==> src/hw/rtl/smaavg_pkg.sv <==
// Shared constants, types and the controller state encoding for the moving average block.
// No dependencies; imported by every module of the block except the RAM.
package smaavg_pkg;

	localparam int MAX_WINDOW   = 64;
	localparam int SAMPLE_WIDTH = 32;
	localparam int OUT_WIDTH    = 32;
	localparam int CFG_WIDTH    = 7;
	localparam int SLOT_BITS    = $clog2(MAX_WINDOW);
	localparam int SUM_BITS     = SAMPLE_WIDTH + SLOT_BITS;
	localparam int EFF_BITS     = $clog2(MAX_WINDOW + 1);
	localparam int SEEN_BITS    = $clog2(MAX_WINDOW + 2);
	localparam int CNT_BITS     = $clog2(SUM_BITS + 1);
	localparam int PADDR_BITS   = 3;

	localparam logic REG_WINDOW_LENGTH = 1'b0;
	localparam logic [CFG_WIDTH-1:0] WINDOW_RESET = CFG_WIDTH'(5);

	typedef enum logic [1:0] {
		ST_IDLE,
		ST_READ,
		ST_DIV,
		ST_DONE
	} ctl_state_t;

	typedef struct packed {
		logic                start;
		logic [SUM_BITS-1:0] dividend;
		logic [EFF_BITS-1:0] divisor;
	} div_req_t;

	typedef struct packed {
		logic                done;
		logic [SUM_BITS-1:0] quotient;
	} div_rsp_t;

endpackage

==> src/hw/rtl/smaavg_ram.sv <==
// Generic single-port-write, single-port-read synchronous RAM with a registered read port.
// No dependencies.
module smaavg_ram #(
	parameter int WIDTH = 32,
	parameter int DEPTH = 64,
	parameter int ADDR_BITS = $clog2(DEPTH)
) (
	input  logic                 clk,
	input  logic                 we,
	input  logic [ADDR_BITS-1:0] waddr,
	input  logic [WIDTH-1:0]     wdata,
	input  logic                 re,
	input  logic [ADDR_BITS-1:0] raddr,
	output logic [WIDTH-1:0]     rdata
);

	logic [WIDTH-1:0] mem [DEPTH];

	always_ff @(posedge clk) begin
		if (we) begin
			mem[waddr] <= wdata;
		end
	end

	always_ff @(posedge clk) begin
		if (re) begin
			rdata <= mem[raddr];
		end
	end

endmodule

==> src/hw/rtl/smaavg_div.sv <==
// Bit-serial restoring divider: unsigned window sum magnitude over the window length.
// Depends on smaavg_pkg.
module smaavg_div (
	input  logic                  clk,
	input  logic                  arst_n,
	input  smaavg_pkg::div_req_t  req,
	output smaavg_pkg::div_rsp_t  rsp
);
	import smaavg_pkg::*;

	logic [SUM_BITS-1:0] quot_q;
	logic [EFF_BITS-1:0] rem_q;
	logic [EFF_BITS-1:0] dvs_q;
	logic [CNT_BITS-1:0] cnt_q;
	logic                busy_q;
	logic                done_q;

	logic [EFF_BITS:0]   rem_shift;
	logic                fits;
	logic [EFF_BITS:0]   rem_sub;

	always_comb begin
		rem_shift = {rem_q, quot_q[SUM_BITS-1]};
		fits      = rem_shift >= {1'b0, dvs_q};
		rem_sub   = rem_shift - {1'b0, dvs_q};
	end

	always_ff @(posedge clk or negedge arst_n) begin
		if (!arst_n) begin
			busy_q <= 1'b0;
			done_q <= 1'b0;
			cnt_q  <= '0;
		end else begin
			done_q <= 1'b0;
			if (req.start) begin
				busy_q <= 1'b1;
				cnt_q  <= CNT_BITS'(SUM_BITS);
			end else if (busy_q) begin
				cnt_q <= cnt_q - 1'b1;
				if (cnt_q == CNT_BITS'(1)) begin
					busy_q <= 1'b0;
					done_q <= 1'b1;
				end
			end
		end
	end

	always_ff @(posedge clk) begin
		if (req.start) begin
			quot_q <= req.dividend;
			rem_q  <= '0;
			dvs_q  <= req.divisor;
		end else if (busy_q) begin
			quot_q <= {quot_q[SUM_BITS-2:0], fits};
			rem_q  <= fits ? rem_sub[EFF_BITS-1:0] : rem_shift[EFF_BITS-1:0];
		end
	end

	assign rsp.done     = done_q;
	assign rsp.quotient = quot_q;

endmodule

==> src/hw/rtl/simple_moving_average.sv <==
// Simple moving average over a stream of signed Q24.8 samples, top level.
// Depends on smaavg_pkg, smaavg_ram and smaavg_div.
//
// Usage
//   Input channel (in_valid/in_ready): one beat carries a sample and its
//   last_of_series flag. Output channel (out_valid/out_ready): one beat per
//   input beat, the average and window_full. Results come out in input order.
//   Position n of a series (from zero) gives the mean of the last window_length
//   samples, truncated toward zero, once n >= window_length; earlier positions
//   pass the sample through with window_full low.
//   Configuration: APB write to address 0 sets window_length (0 acts as 1,
//   above 64 acts as 64). Write only between series while the block is idle.
// Timing
//   One beat in flight at a time. A pass-through beat moves from acceptance
//   through ST_READ and ST_DONE into the output register; a window mean also
//   waits in ST_DIV for the one-bit-per-cycle divider. The next beat is
//   accepted in the cycle after the result moves into the output register.
// Reset
//   arst_n clears position count, running sum, ring pointer and the output
//   valid flag; window_length returns to 5. The ring memory is not cleared.
// Stall
//   A held result sits in the output register; the block still takes and
//   works one new beat, then waits in its done state until out_ready.
module simple_moving_average (
	input  logic                                      clk,
	input  logic                                      arst_n,
	// input channel
	input  logic                                      in_valid,
	output logic                                      in_ready,
	input  logic signed [smaavg_pkg::SAMPLE_WIDTH-1:0] sample,
	input  logic                                      last_of_series,
	// output channel
	output logic                                      out_valid,
	input  logic                                      out_ready,
	output logic signed [smaavg_pkg::OUT_WIDTH-1:0]    average,
	output logic                                      window_full,
	// APB configuration
	input  logic                                      psel,
	input  logic                                      penable,
	input  logic                                      pwrite,
	input  logic [smaavg_pkg::PADDR_BITS-1:0]          paddr,
	input  logic [31:0]                               pwdata,
	output logic [31:0]                               prdata,
	output logic                                      pready
);
	import smaavg_pkg::*;

	// configuration
	logic [CFG_WIDTH-1:0] win_q;
	logic [EFF_BITS-1:0]  win_eff;

	// series state
	logic [SLOT_BITS-1:0] slot_q;
	logic [SEEN_BITS-1:0] seen_q;
	logic [SUM_BITS-1:0]  sum_q;

	// beat in flight
	logic signed [SAMPLE_WIDTH-1:0] samp_q;
	logic                           last_q;
	logic                           full_q;
	logic                           neg_q;
	logic signed [OUT_WIDTH-1:0]    res_q;

	// output register
	logic                           out_valid_q;
	logic signed [OUT_WIDTH-1:0]    average_q;
	logic                           window_full_q;

	ctl_state_t state_q, state_d;
	logic       accept, do_read, do_div_wait, load_out;

	// ring memory
	logic [SAMPLE_WIDTH-1:0] ring_rdata;
	logic [SLOT_BITS:0]      old_slot;

	// datapath
	logic [SUM_BITS-1:0]  drop_val;
	logic [SUM_BITS-1:0]  new_sum;
	logic [SEEN_BITS-1:0] win_p1;
	logic [SEEN_BITS-1:0] seen_next;
	logic [SUM_BITS-1:0]  quot_signed;
	div_req_t             div_req;
	div_rsp_t             div_rsp;

	// window clamp: zero counts as one, oversize counts as the ring depth
	always_comb begin
		if (win_q == '0) begin
			win_eff = EFF_BITS'(1);
		end else if (32'(win_q) > MAX_WINDOW) begin
			win_eff = EFF_BITS'(MAX_WINDOW);
		end else begin
			win_eff = EFF_BITS'(win_q);
		end
	end

	// APB: single register, zero wait states
	assign pready = 1'b1;
	always_comb begin
		prdata = '0;
		if (paddr[2] == REG_WINDOW_LENGTH) begin
			prdata = 32'(win_q);
		end
	end

	always_ff @(posedge clk or negedge arst_n) begin
		if (!arst_n) begin
			win_q <= WINDOW_RESET;
		end else if (psel && penable && pwrite && pready &&
			     paddr[2] == REG_WINDOW_LENGTH) begin
			win_q <= pwdata[CFG_WIDTH-1:0];
		end
	end

	// controller
	always_ff @(posedge clk or negedge arst_n) begin
		if (!arst_n) begin
			state_q <= ST_IDLE;
		end else begin
			state_q <= state_d;
		end
	end

	always_comb begin
		state_d     = state_q;
		in_ready    = 1'b0;
		accept      = 1'b0;
		do_read     = 1'b0;
		do_div_wait = 1'b0;
		load_out    = 1'b0;
		unique case (state_q)
			ST_IDLE: begin
				in_ready = 1'b1;
				if (in_valid) begin
					accept  = 1'b1;
					state_d = ST_READ;
				end
			end
			ST_READ: begin
				do_read = 1'b1;
				state_d = full_q ? ST_DIV : ST_DONE;
			end
			ST_DIV: begin
				do_div_wait = 1'b1;
				if (div_rsp.done) begin
					state_d = ST_DONE;
				end
			end
			ST_DONE: begin
				if (!out_valid_q || out_ready) begin
					load_out = 1'b1;
					state_d  = ST_IDLE;
				end
			end
			default: state_d = ST_IDLE;
		endcase
	end

	// slot that leaves the window: write_slot - window, modulo ring depth
	always_comb begin
		if ({1'b0, slot_q} >= (SLOT_BITS + 1)'(win_eff)) begin
			old_slot = {1'b0, slot_q} - (SLOT_BITS + 1)'(win_eff);
		end else begin
			old_slot = {1'b0, slot_q} + (SLOT_BITS + 1)'(MAX_WINDOW) -
				   (SLOT_BITS + 1)'(win_eff);
		end
	end

	smaavg_ram #(
		.WIDTH(SAMPLE_WIDTH),
		.DEPTH(MAX_WINDOW)
	) u_ring (
		.clk  (clk),
		.we   (do_read),
		.waddr(slot_q),
		.wdata(samp_q),
		.re   (accept),
		.raddr(old_slot[SLOT_BITS-1:0]),
		.rdata(ring_rdata)
	);

	// read-modify-write of the running sum; ring data arrives in ST_READ
	always_comb begin
		drop_val = full_q ? SUM_BITS'($signed(ring_rdata)) : '0;
		new_sum  = sum_q - drop_val + SUM_BITS'(samp_q);
	end

	// position count saturates at window + 1
	always_comb begin
		win_p1    = SEEN_BITS'(win_eff) + 1'b1;
		seen_next = seen_q;
		if (seen_q < win_p1) begin
			seen_next = seen_q + 1'b1;
		end else if (seen_q > win_p1) begin
			seen_next = win_p1;
		end
	end

	always_ff @(posedge clk or negedge arst_n) begin
		if (!arst_n) begin
			slot_q <= '0;
			seen_q <= '0;
			sum_q  <= '0;
		end else if (accept) begin
			seen_q <= last_of_series ? '0 : seen_next;
		end else if (do_read) begin
			sum_q  <= last_q ? '0 : new_sum;
			slot_q <= (32'(slot_q) + 1 >= MAX_WINDOW) ? '0 : slot_q + 1'b1;
		end
	end

	always_ff @(posedge clk) begin
		if (accept) begin
			samp_q <= sample;
			last_q <= last_of_series;
			full_q <= SEEN_BITS'(win_eff) <= seen_q;
		end
		if (do_read) begin
			neg_q <= new_sum[SUM_BITS-1];
			res_q <= OUT_WIDTH'(samp_q);
		end
		if (do_div_wait && div_rsp.done) begin
			res_q <= OUT_WIDTH'($signed(quot_signed));
		end
	end

	// divider gets the magnitude; sign goes back on afterward
	assign div_req.start    = do_read && full_q;
	assign div_req.dividend = new_sum[SUM_BITS-1] ? (SUM_BITS'(0) - new_sum) : new_sum;
	assign div_req.divisor  = win_eff;
	assign quot_signed      = neg_q ? (SUM_BITS'(0) - div_rsp.quotient) : div_rsp.quotient;

	smaavg_div u_div (
		.clk   (clk),
		.arst_n(arst_n),
		.req   (div_req),
		.rsp   (div_rsp)
	);

	// output register
	always_ff @(posedge clk or negedge arst_n) begin
		if (!arst_n) begin
			out_valid_q <= 1'b0;
		end else if (load_out) begin
			out_valid_q <= 1'b1;
		end else if (out_ready) begin
			out_valid_q <= 1'b0;
		end
	end

	always_ff @(posedge clk) begin
		if (load_out) begin
			average_q     <= res_q;
			window_full_q <= full_q;
		end
	end

	assign out_valid   = out_valid_q;
	assign average     = average_q;
	assign window_full = window_full_q;

endmodule

==> config.mk <==
export PLATFORM = sky130hd
export DESIGN_NAME = simple_moving_average
export DESIGN_NICKNAME = d
export VERILOG_FILES = /design/src/hw/rtl/smaavg_pkg.sv /design/src/hw/rtl/smaavg_ram.sv /design/src/hw/rtl/smaavg_div.sv /design/src/hw/rtl/simple_moving_average.sv
export SDC_FILE = /design/constraint.sdc
export NUM_CORES = 2
export LEC_CHECK = 0
export ABC_AREA = 1
export ABC_CLOCK_PERIOD_IN_PS = 13600
export BUFFER_PORTS_ARGS = -buffer_cell sky130_fd_sc_hd__buf_2
export CORE_UTILIZATION = 30
export CTS_CLUSTER_SIZE = 30
export DETAILED_ROUTE_END_ITERATION = 10
export GPL_TIMING_DRIVEN = 0
export MAX_ROUTING_LAYER = met4
export PLACE_DENSITY_LB_ADDON = 0.25
export SYNTH_ARGS = -nofsm -noshare
export SYNTH_HDL_FRONTEND = slang
export SYNTH_SLANG_ARGS = --single-unit
==> constraint.sdc <==
create_clock -name clk -period 13.6 [get_ports clk]
set_input_delay 2.72 -clock clk [delete_from_list [all_inputs] [get_ports clk]]
set_output_delay 2.72 -clock clk [all_outputs]
set_load 0.005 [all_outputs]
==> results.md <==
- CTS tree: built
- Share of cells above drive strength 1: 0.1169
- CTS Hold Bufs: 0
- Max-slew violations: 32
- Most common cell in the netlist: edfxtp_1
- Pin count of the biggest net entering global routing: 58
- CTS sink cnt: 2,301
- Commonest cells post-synth: edfxtp_1, nor2_1, o21ai_0
- Number of flops mapped to enable cells by yosys: 2,225
- Synthesized area: 0.09806 mm^2
- Failing checks: capacitance limit, slew limit
- I/O pins: 143
- Routed Antenna Nets: 0
- First-pass GRT wire length: 490.1 mm
- Total number of vias: 68,090
- # DRC: 0
- Synth top area share: 0.6814
- Filler Cell Count: 31,573
- Min Tclk post-route: 7.514 ns
- Rows: 209
- GR Overflow Total: 0
- Chip height: 573.7 um
- Final worst-path cycle share: 0.5525
- Nets@finish: 8,860
- CP Capture Type: register
- Yosys warns: 0
- Reg area: 0.06868 mm^2
- FFs w/ async S/R, synth: 0.02999
- CTS H-tree depth: 4
- Seq/Total Area, Yosys: 0.7004
- Outcome: complete, but fails checks
- GRT met3 Usage: 0.03201
- Post_cts resized: 0
- Die area: 0.3291 mm^2
- Worst min path class: reg2reg
- Required @ worst endpoint: 14.32 ns
- Avg WL per Cell: 26.70 um
- Reg clk slew, reported paths: 0.07 ns
- GRT busiest layer: met2
- Worst Setup Path Type: reg2reg
- Synth Instances: 8,090
- Setup TNS: 0 ns
- Synthesis-to-finish area growth: 19.35%
- Drt pass-1 iters: 6
- Met2 global-route usage: 0.3280
- IO Port Bufs: 88
- Yosys reg bits: 2,301
- Worst Skew: 0.1344 ns
- Area of the core: 0.3248 mm^2
- Area of the multi-input gates: 0.02571 mm^2
- DRT Wirelength: 352.4 mm
- # setup viols final: 0
- Netlist cell types: 52
- GR Layer Usage met1: 0.2894
- Critical path launch point type: register
- CP max FO: 10
- Vias per cell: 5.159
- Max-cap violations: 8
- Crit path DAT: 8.24 ns
- Top_reg_cell synth: edfxtp_1
- Die W: 573.7 um
- Worst-Margin Slew: 1.775 ns
- Clock root buffer: clkbuf_16
- Synth top area cells: edfxtp_1, nor2_1, o32ai_1
- TritonCTS Buffers: 246
- Clk Latency, worst-skew pair: 0.95 ns
- Final HPWL DP: 259.1 mm
- Yosys top cell by area: edfxtp_1
- Routability cong.: 1.007
- RSZ-0062 raised after global routing: no
- Longest Clk Path Bufs: 4
- Setup Buffers After CTS: 0
- Initial antenna violation count: 22
- Max frequency: 133.1 MHz
- Syn avg cell area: 12.12 um^2
- Tot GR Track Use: 0.2141
- Slew HR: -0.1961
- Final Hold Vio Count: 0
- Initial core utilization: 0.3019
- Vias in the first global route: 64,945
- 1st-iter DRT viols: 8,133
==> layout make-up <==
cell class / count / share of cell area
Sequential cell: 2301 / 0.5869
Multi-Input combinational cell: 4751 / 0.2197
Clock buffer: 301 / 0.05445
Tap cell: 4325 / 0.04624
Timing Repair Buffer: 309 / 0.04584
Buffer: 500 / 0.01825
Inverter: 562 / 0.01805
Clock inverter: 138 / 0.01038
Antenna cell: 11 / 0.0002352
==> metrics by stage <==
| stage | util | setup WS, ns | area [um^2] | std cells | hold slack [ns] |
|---|---|---|---|---|---|
| floorplan | - | 7.867 | 98150 | 8114 | 0.4003 |
| global placement | 0.3202 | 5.100 | 104000 | 12527 | 0.4083 |
| detailed placement | 0.3368 | 6.304 | 109400 | 12745 | 0.4045 |
| CTS | 0.3601 | 6.269 | 117000 | 13184 | 0.4181 |
| global route | 0.3603 | 6.221 | 117000 | 13189 | 0.4193 |
| finish | 0.3603 | 6.086 | 117000 | 13198 | 0.4158 |
==> cell usage in the layout (no fill, tap or decap), types with 26 or more instances in the layout <==
cell type | Yosys | layout
inv_1 | 544 | 542
o32ai_1 | 513 | 513
nor3_1 | 30 | 27
ha_1 | 75 | 75
conb_1 | 2 | 26
xor2_1 | 49 | 48
buf_4 | 31 | 53
a21oi_1 | 74 | 73
nor2_1 | 1891 | 1833
o221ai_1 | 33 | 33
nand3_1 | 117 | 117
edfxtp_1 | 2225 | 2225
o21a_1 | 33 | 33
clkbuf_16 | 0 | 246
buf_16 | 0 | 119
buf_2 | 102 | 189
mux2_2 | 128 | 128
clkinv_2 | 0 | 43
nand2_1 | 660 | 659
nor2_4 | 5 | 63
clkinv_1 | 5 | 55
buf_12 | 0 | 63
buf_1 | 28 | 28
o21ai_0 | 868 | 863
clkbuf_1 | 337 | 391
o22ai_1 | 78 | 78
dfrtp_1 | 67 | 67
fa_1 | 39 | 39
==> kinds of logic (layout without fill, tap and decap cells) <==
logic type,Yosys count,count (layout),synth area share
flip-flops,2301,2301,0.7004
AND/OR/NAND/NOR,2786,2786,0.1118
buffers and inverters,1062,1810,0.04329
multiplexers,128,128,0.01470
adder cells (fa/ha/maj),114,114,0.01753
other,2,37,0.00007659
XOR/XNOR,61,61,0.005448
AO/OA/AOI/OAI,1636,1636,0.1068
==> per-layer routing <==
| metal | wire length, um | up-vias |
|---|---|---|
| li1 | - | 30282 |
| met1 | 152200 | 34473 |
| met2 | 159600 | 2840 |
| met3 | 26710 | 495 |
| met4 | 13860 | 0 |
| met5 | 0 | - |
==> critical path, cell delays in order, from the launching register on <==
cell	delay, ns
dfrtp_1	0.36
inv_1	0.17
nand4_1	0.15
nand2_1	0.08
inv_1	0.06
nor2_1	0.70
ha_1	0.28
inv_1	0.07
fa_1	0.48
buf_2	0.34
buf_2	0.52
clkbuf_1	0.99
clkbuf_1	0.64
o21ai_0	0.21
o32ai_1	0.16
inv_1	0.13
o21ai_0	1.06
o21ai_0	0.28
o221ai_1	0.41
o21a_1	0.20
==> path summary, 6_finish.rpt <==
kind                              endpoint  startpoint  slack [ns]  cells after the start
min in group asynchronous        sum_q[31]      arst_n        1.71                      1
hold reg to reg                average[15]   res_q[15]        0.42                      0
hold / removal                 average[15]   res_q[15]        0.42                      0
setup / recovery           u_ring.rdata[6]    win_q[3]        6.09                     19
setup reg to reg           u_ring.rdata[6]    win_q[3]        6.09                     19
max in group asynchronous         win_q[2]      arst_n       11.19                      2
==> registers in the layout (all words and copies together), names as in the netlist, 2 cells and up <==
| name | cells |
|---|---|
| average | 32 |
| res_q | 32 |
| samp_q | 32 |
| seen_q | 7 |
| slot_q | 6 |
| state_q | 2 |
| sum_q | 38 |
| u_div.cnt_q | 6 |
| u_div.dvs_q | 7 |
| u_div.quot_q | 38 |
| u_div.rem_q | 7 |
| u_ring.mem | 2048 |
| u_ring.rdata | 32 |
| win_q | 7 |
Power is not shown: default switching activity piles up to over one toggle a cycle in this logic, so the estimate is an artifact.
